===== config.mk =====
export PLATFORM = sky130hd
export DESIGN_NAME = c2davg_readout
export DESIGN_NICKNAME = d
export VERILOG_FILES = /design/src/c2davg_pkg.sv /design/src/c2davg_readout.sv
export SDC_FILE = /design/constraint.sdc
export NUM_CORES = 2
export LEC_CHECK = 0
export BUFFER_PORTS_ARGS = -buffer_cell sky130_fd_sc_hd__buf_4
export CORE_MARGIN = 2
export CORE_UTILIZATION = 31
export DETAILED_ROUTE_END_ITERATION = 8
export GPL_ROUTABILITY_DRIVEN = 0
export HOLD_SLACK_MARGIN = 0.1
export PLACE_DENSITY = 0.44
export SYNTH_ARGS = -nofsm -noshare
export SYNTH_HDL_FRONTEND = slang
export SYNTH_SLANG_ARGS = --single-unit

===== constraint.sdc =====
create_clock -name aclk -period 10.1 [get_ports aclk]
set_clock_uncertainty 0.05 [all_clocks]
set_input_delay 2.02 -clock aclk [delete_from_list [all_inputs] [get_ports aclk]]
set_output_delay 2.02 -clock aclk [all_outputs]
set_load 0.03 [all_outputs]

===== src/c2davg_pkg.sv =====
package c2davg_pkg;

    localparam int OP_W        = 2;
    localparam int COORD_W     = 6;
    localparam int VAL_W       = 16;
    localparam int PROD_W      = 2 * VAL_W;
    localparam int SUM_W       = 48;
    localparam int FEAT_W      = 32;
    localparam int FRAC_W      = 16;
    localparam int RECIP_W     = 17;
    localparam int DIM_W       = 7;
    localparam int CFG_INDEX_W = 2;
    localparam int CFG_DATA_W  = 32;
    localparam int S_TDATA_W   = 32;
    localparam int M_TDATA_W   = 48;
    // Position arithmetic width: holds a coordinate plus the kernel half-width,
    // and the largest plane size in use.
    localparam int POS_W       = 10;

    localparam logic [RECIP_W-1:0] RECIP_ONE   = RECIP_W'(65536);
    localparam logic [DIM_W-1:0]   DIM_RESET   = DIM_W'(64);
    localparam logic [SUM_W-1:0]   SUM_MAX     = {1'b0, {(SUM_W-1){1'b1}}};
    localparam logic [SUM_W-1:0]   SUM_MIN     = {1'b1, {(SUM_W-1){1'b0}}};
    localparam logic [FEAT_W-1:0]  FEAT_MAX    = {1'b0, {(FEAT_W-1){1'b1}}};
    localparam logic [FEAT_W-1:0]  FEAT_MIN    = {1'b1, {(FEAT_W-1){1'b0}}};

    typedef enum logic [OP_W-1:0] {
        OP_CLEAR = 2'd0,
        OP_LOAD  = 2'd1,
        OP_PIXEL = 2'd2,
        OP_READ  = 2'd3
    } op_t;

    localparam logic [CFG_INDEX_W-1:0] CFG_BIAS   = 2'd0;
    localparam logic [CFG_INDEX_W-1:0] CFG_RECIP  = 2'd1;
    localparam logic [CFG_INDEX_W-1:0] CFG_WIDTH  = 2'd2;
    localparam logic [CFG_INDEX_W-1:0] CFG_HEIGHT = 2'd3;

    typedef struct packed {
        logic [FEAT_W-1:0]  bias;
        logic [RECIP_W-1:0] recip;
        logic [DIM_W-1:0]   width;
        logic [DIM_W-1:0]   height;
    } cfg_t;

    // Output read request: the stored sum (zero outside the plane) and its position.
    typedef struct packed {
        logic               valid;
        logic [SUM_W-1:0]   sum;
        logic [COORD_W-1:0] row;
        logic [COORD_W-1:0] col;
    } rd_req_t;

endpackage


===== src/c2davg_readout.sv =====
module c2davg_readout import c2davg_pkg::*; (
    input  logic               aclk,
    input  logic               aresetn,
    input  cfg_t               cfg,
    input  rd_req_t            rd_req,
    output logic               rd_done,
    output logic               m_tvalid,
    input  logic               m_tready,
    output logic [FEAT_W-1:0]  m_feature,
    output logic [COORD_W-1:0] m_row,
    output logic [COORD_W-1:0] m_col
);

    localparam int LO_W    = SUM_W / 2;
    localparam int HI_W    = SUM_W - LO_W;
    localparam int PLO_W   = LO_W + RECIP_W;
    localparam int PHI_W   = HI_W + RECIP_W + 1;
    localparam int TOT_W   = PHI_W + LO_W;
    localparam int SHIFT_W = TOT_W - FRAC_W;
    localparam int Q_W     = SHIFT_W + 1;

    localparam logic [TOT_W-1:0] ROUND_HALF = TOT_W'(2**(FRAC_W - 1));

    logic [RECIP_W-1:0]       rc;
    logic [PLO_W-1:0]         plo_reg, plo_next;
    logic signed [PHI_W-1:0]  phi_reg, phi_next;
    logic [TOT_W-1:0]         rnd_reg, total;
    logic                     r1_vld_reg, r2_vld_reg, r2_vld_next;
    logic [COORD_W-1:0]       r1_row_reg, r1_col_reg;
    logic [COORD_W-1:0]       r2_row_reg, r2_col_reg;
    logic                     out_vld_reg, out_vld_next;
    logic [FEAT_W-1:0]        feat_reg;
    logic [COORD_W-1:0]       orow_reg, ocol_reg;
    logic [SHIFT_W-1:0]       shifted;
    logic [Q_W-1:0]           q;
    logic                     fits;
    logic [FEAT_W-1:0]        feat;
    logic                     load;

    // The 48 x 17 product is split into two narrower partial products.
    always_comb begin
        rc       = (cfg.recip > RECIP_ONE) ? RECIP_ONE : cfg.recip;
        plo_next = PLO_W'(rd_req.sum[LO_W-1:0]) * PLO_W'(rc);
        phi_next = $signed(rd_req.sum[SUM_W-1:LO_W]) * $signed({1'b0, rc});
        total    = {phi_reg, {LO_W{1'b0}}} + TOT_W'(plo_reg) + ROUND_HALF;
    end

    // Floor shift, bias and saturation to the output range.
    always_comb begin
        shifted = rnd_reg[TOT_W-1:FRAC_W];
        q       = {shifted[SHIFT_W-1], shifted}
                + {{(Q_W-FEAT_W){cfg.bias[FEAT_W-1]}}, cfg.bias};
        fits    = (&q[Q_W-1:FEAT_W-1]) || !(|q[Q_W-1:FEAT_W-1]);
        if (fits) begin
            feat = q[FEAT_W-1:0];
        end else begin
            feat = q[Q_W-1] ? FEAT_MIN : FEAT_MAX;
        end
        load         = r2_vld_reg && (!out_vld_reg || m_tready);
        r2_vld_next  = r1_vld_reg || (r2_vld_reg && !load);
        out_vld_next = load || (out_vld_reg && !m_tready);
    end

    always_ff @(posedge aclk) begin
        if (!aresetn) begin
            r1_vld_reg  <= 1'b0;
            r2_vld_reg  <= 1'b0;
            out_vld_reg <= 1'b0;
        end else begin
            r1_vld_reg  <= rd_req.valid;
            r2_vld_reg  <= r2_vld_next;
            out_vld_reg <= out_vld_next;
        end
        if (rd_req.valid) begin
            plo_reg    <= plo_next;
            phi_reg    <= phi_next;
            r1_row_reg <= rd_req.row;
            r1_col_reg <= rd_req.col;
        end
        if (r1_vld_reg) begin
            rnd_reg    <= total;
            r2_row_reg <= r1_row_reg;
            r2_col_reg <= r1_col_reg;
        end
        if (load) begin
            feat_reg <= feat;
            orow_reg <= r2_row_reg;
            ocol_reg <= r2_col_reg;
        end
    end

    assign rd_done   = load;
    assign m_tvalid  = out_vld_reg;
    assign m_feature = feat_reg;
    assign m_row     = orow_reg;
    assign m_col     = ocol_reg;

endmodule


==> flow_summary_export.csv <==
group,metric,value,unit
logic_synthesis,ys_dominant_reg_cell,"edfxtp_1",
clock_tree,htreeDepth,4,
timing,timing.final.hold_violations,0,
setup_path,slowest_stage,"fa_1",
place,placed_cell_area,0.04172,mm^2
logic_synthesis,synth_fp_nets,5202,
power_and_ir_drop,cellPowerDensity,275.9,mW/mm^2
setup_path,required,10.25,ns
place,placement.io_buffers,158,
timing,rsz0062_at_grt,"no",
logic_synthesis,synth_edf_count,186,
timing,min_period,9.650,ns
worst_hold_path,holdPathStages,0,
layout,syn2layout_area_growth,11.60,%
setup_path,regToRegStartpoint,"rnd_reg[16]",
logic_synthesis,synth-seq-cells,189,
timing,max_freq,0.1036,GHz
global_routing,grt_max_degree,66,
detailed_routing,dr_total_vias,26740,
logic_synthesis,yosysTopAreaCellShare,0.3851,
setup_path,reg2reg_to,"m_feature[14]",
setup_path,path_class,"in2reg",
logic_synthesis,synth_compound_area_frac,0.07129,
detailed_routing,via_per_inst,4.578,
global_routing,grt_pass1_wl,164300,um
logic_synthesis,syn_area,0.03789,mm^2
logic_synthesis,yosysWarnings,0,
setup_path,endpoint_kind,"flop",
die,die_y,353.6,um
worst_hold_path,worstHoldStart,"r1_col_reg[3]",
layout,largest_reg_flops,50,
detailed_routing,dr.pass1.iters,5,
setup_path,crit_path_frequent_cell,"fa_1",
timing,setup_violations,0,
detailed_routing,wl_per_cell,17.25,um
setup_path,worst_setup_path_start_kind,"input pin",
die,die_w,353.6,um
worst_hold_path,holdPathEnd,"r2_col_reg[3]",
run,cap_violations,0,
logic_synthesis,syn-mean-instance-area,9.326,um^2
timing,slew_headroom,0.3460,
place,hpwlAfterDp,82340,um
clock_tree,clkSinkCount,189,
status,outcome,"finished, final reports clean",
layout,final_area,0.04229,mm^2
die,initial_core_util,0.3117,
setup_path,worst-path-max-fanout,10,
logic_synthesis,synthCells,4063,
logic_synthesis,synth_top_family_by_area,"adder cells",
logic_synthesis,yosysTopAreaCell,"fa_1",
clock_tree,cts_tree,"yes",
timing,fin_crit_sh,0.9555,
clock_tree,clk_pin_slew,0.07,ns
die,dieArea,0.1250,mm^2
logic_synthesis,synth_xor_area_frac,0.03652,
logic_synthesis,synth_mux_area_frac,0.0005283,
detailed_routing,ant_nets,0,
detailed_routing,drt_iter0_markers,1173,
global_routing,grt_pass1_vias,28920,
logic_synthesis,ys_types,72,
global_routing,grt_overflow_total,0,
logic_synthesis,async_flop_share,0,
setup_path,reg2reg_depth,17,
timing,slew_violations,0,
clock_tree,cts_made_buffers,17,
setup_path,arrival,9.80,ns
global_routing,grt.total_usage,0.1667,
logic_synthesis,ys_top_cells_by_area,"fa_1 (39%), edfxtp_1 (15%), ha_1 (9.3%), inv_1 (8.9%), and2_1 (5.7%)",
setup_path,path_delay_family,"adder cells",
setup_path,crit_start,"cfg[23]",
power_and_ir_drop,max-vdd-ir-drop,0.0002886,V
die,pin_count,173,
layout,final_common_cell,"inv_1",
logic_synthesis,synthSimpleGateAreaFrac,0.1566,
power_and_ir_drop,p_total,11670,uW
detailed_routing,drc_errors,0,
setup_path,cpPeakStageDelay,0.54,ns
setup_path,reg2reg_slack,4.69,ns
worst_hold_path,min_path_type,"reg2reg",
global_routing,antenna_found_initial,9,
detailed_routing,wirelength,100700,um
layout,final_cell_mix,"inv_1 (897), fa_1 (729), nand2_1 (559)",
clock_tree,clk_latency,0.44,ns
logic_synthesis,yosysSeqAreaShare,0.1490,
die,rows,128,
logic_synthesis,synthAdderAreaFrac,0.4786,
setup_path,worst-path-buf-inv,8,
power_and_ir_drop,power_leakage,0.02063,uW
die,core_area,0.1216,mm^2
layout,fin_nets,5339,
clock_tree,clockBufferDepth,2,
timing,max_slew.worst_pin.slew,0.9794,ns
clock_tree,root_buffer,"clkbuf_16",
layout,drive_gt1_frac,0.08759,
[what timing repair did]
item	4_1_cts	5_1_grt
gates resized for setup	0	3
endpoints found under the setup margin	0	1
hold buffers	0	0
setup buffers	0	1
[routing by layer]
layer  up-vias  track usage  part of all wire
li1      12690            -                 -
met1     13600       0.2413              0.50
met2       401       0.2742              0.46
met3        53      0.01418             0.032
met4         0      0.02953             0.013
met5         -            0                 0
[power breakdown]
group          leakage (uW)  switching (uW)  internal, uW
Combinational        0.0186            5410          4010
Clock              0.000266             292           342
Sequential          0.00179             115          1500
[cells in the mapped netlist, drive strengths merged (12+ instances only)]
cell type	n
o21bai	18
nand3	33
nand2	559
xor2	49
nor4	12
a21oi	120
o21a	20
nor2	141
clkbuf	155
a221oi	31
and2	345
a21o	49
o21ai	66
ha	283
nor2b	36
nor3	15
and3	20
xnor2	109
nand2b	21
edfxtp	186
nand4	29
fa	729
buf	25
inv	897
[worst max path at each step]
| stage | to | slack, ns | cells past startpoint |
|---|---|---|---|
| after floorplan | plo_reg[40] | 0.20 | 30 |
| after global placement | plo_reg[40] | -0.24 | 30 |
| after detailed placement | plo_reg[40] | -0.25 | 30 |
| after CTS | plo_reg[40] | 0.22 | 30 |
| after global routing | plo_reg[40] | 0.0008 | 34 |
| final | plo_reg[40] | 0.45 | 31 |
[cell families after synthesis]
group,Yosys count
compound gates,394
xor+xnor,158
fa+ha+maj,1012
buf+inv,1077
flops,189
mux,2
simple gates,1231
[layout make-up]
cell class	count	area [um^2]
diodes	2	5.005
clock buffers	20	436.7
clock inverters	12	113.9
fillers	12560	79270
inverters	897	3367
multi-input cells	2797	28350
flip-flops and latches	189	5647
well taps	1625	2033
repair buffers	298	2337
[through the flow]
step	cells	TNS, ns	worst slack, ns	util	hold slack, ns
after global routing	5840	0	0.0007763	0.3479	0.3685
after global placement	5805	-0.3532	-0.2389	0.3432	0.3512
after detailed placement	5805	-0.3638	-0.2497	0.3432	0.3552
after floorplan	4063	0	0.2007	-	0.3503
after CTS	5837	0	0.2196	0.3477	0.3640
final	5840	0	0.4499	0.3479	0.3650
(Power assumes the default switching activity.)
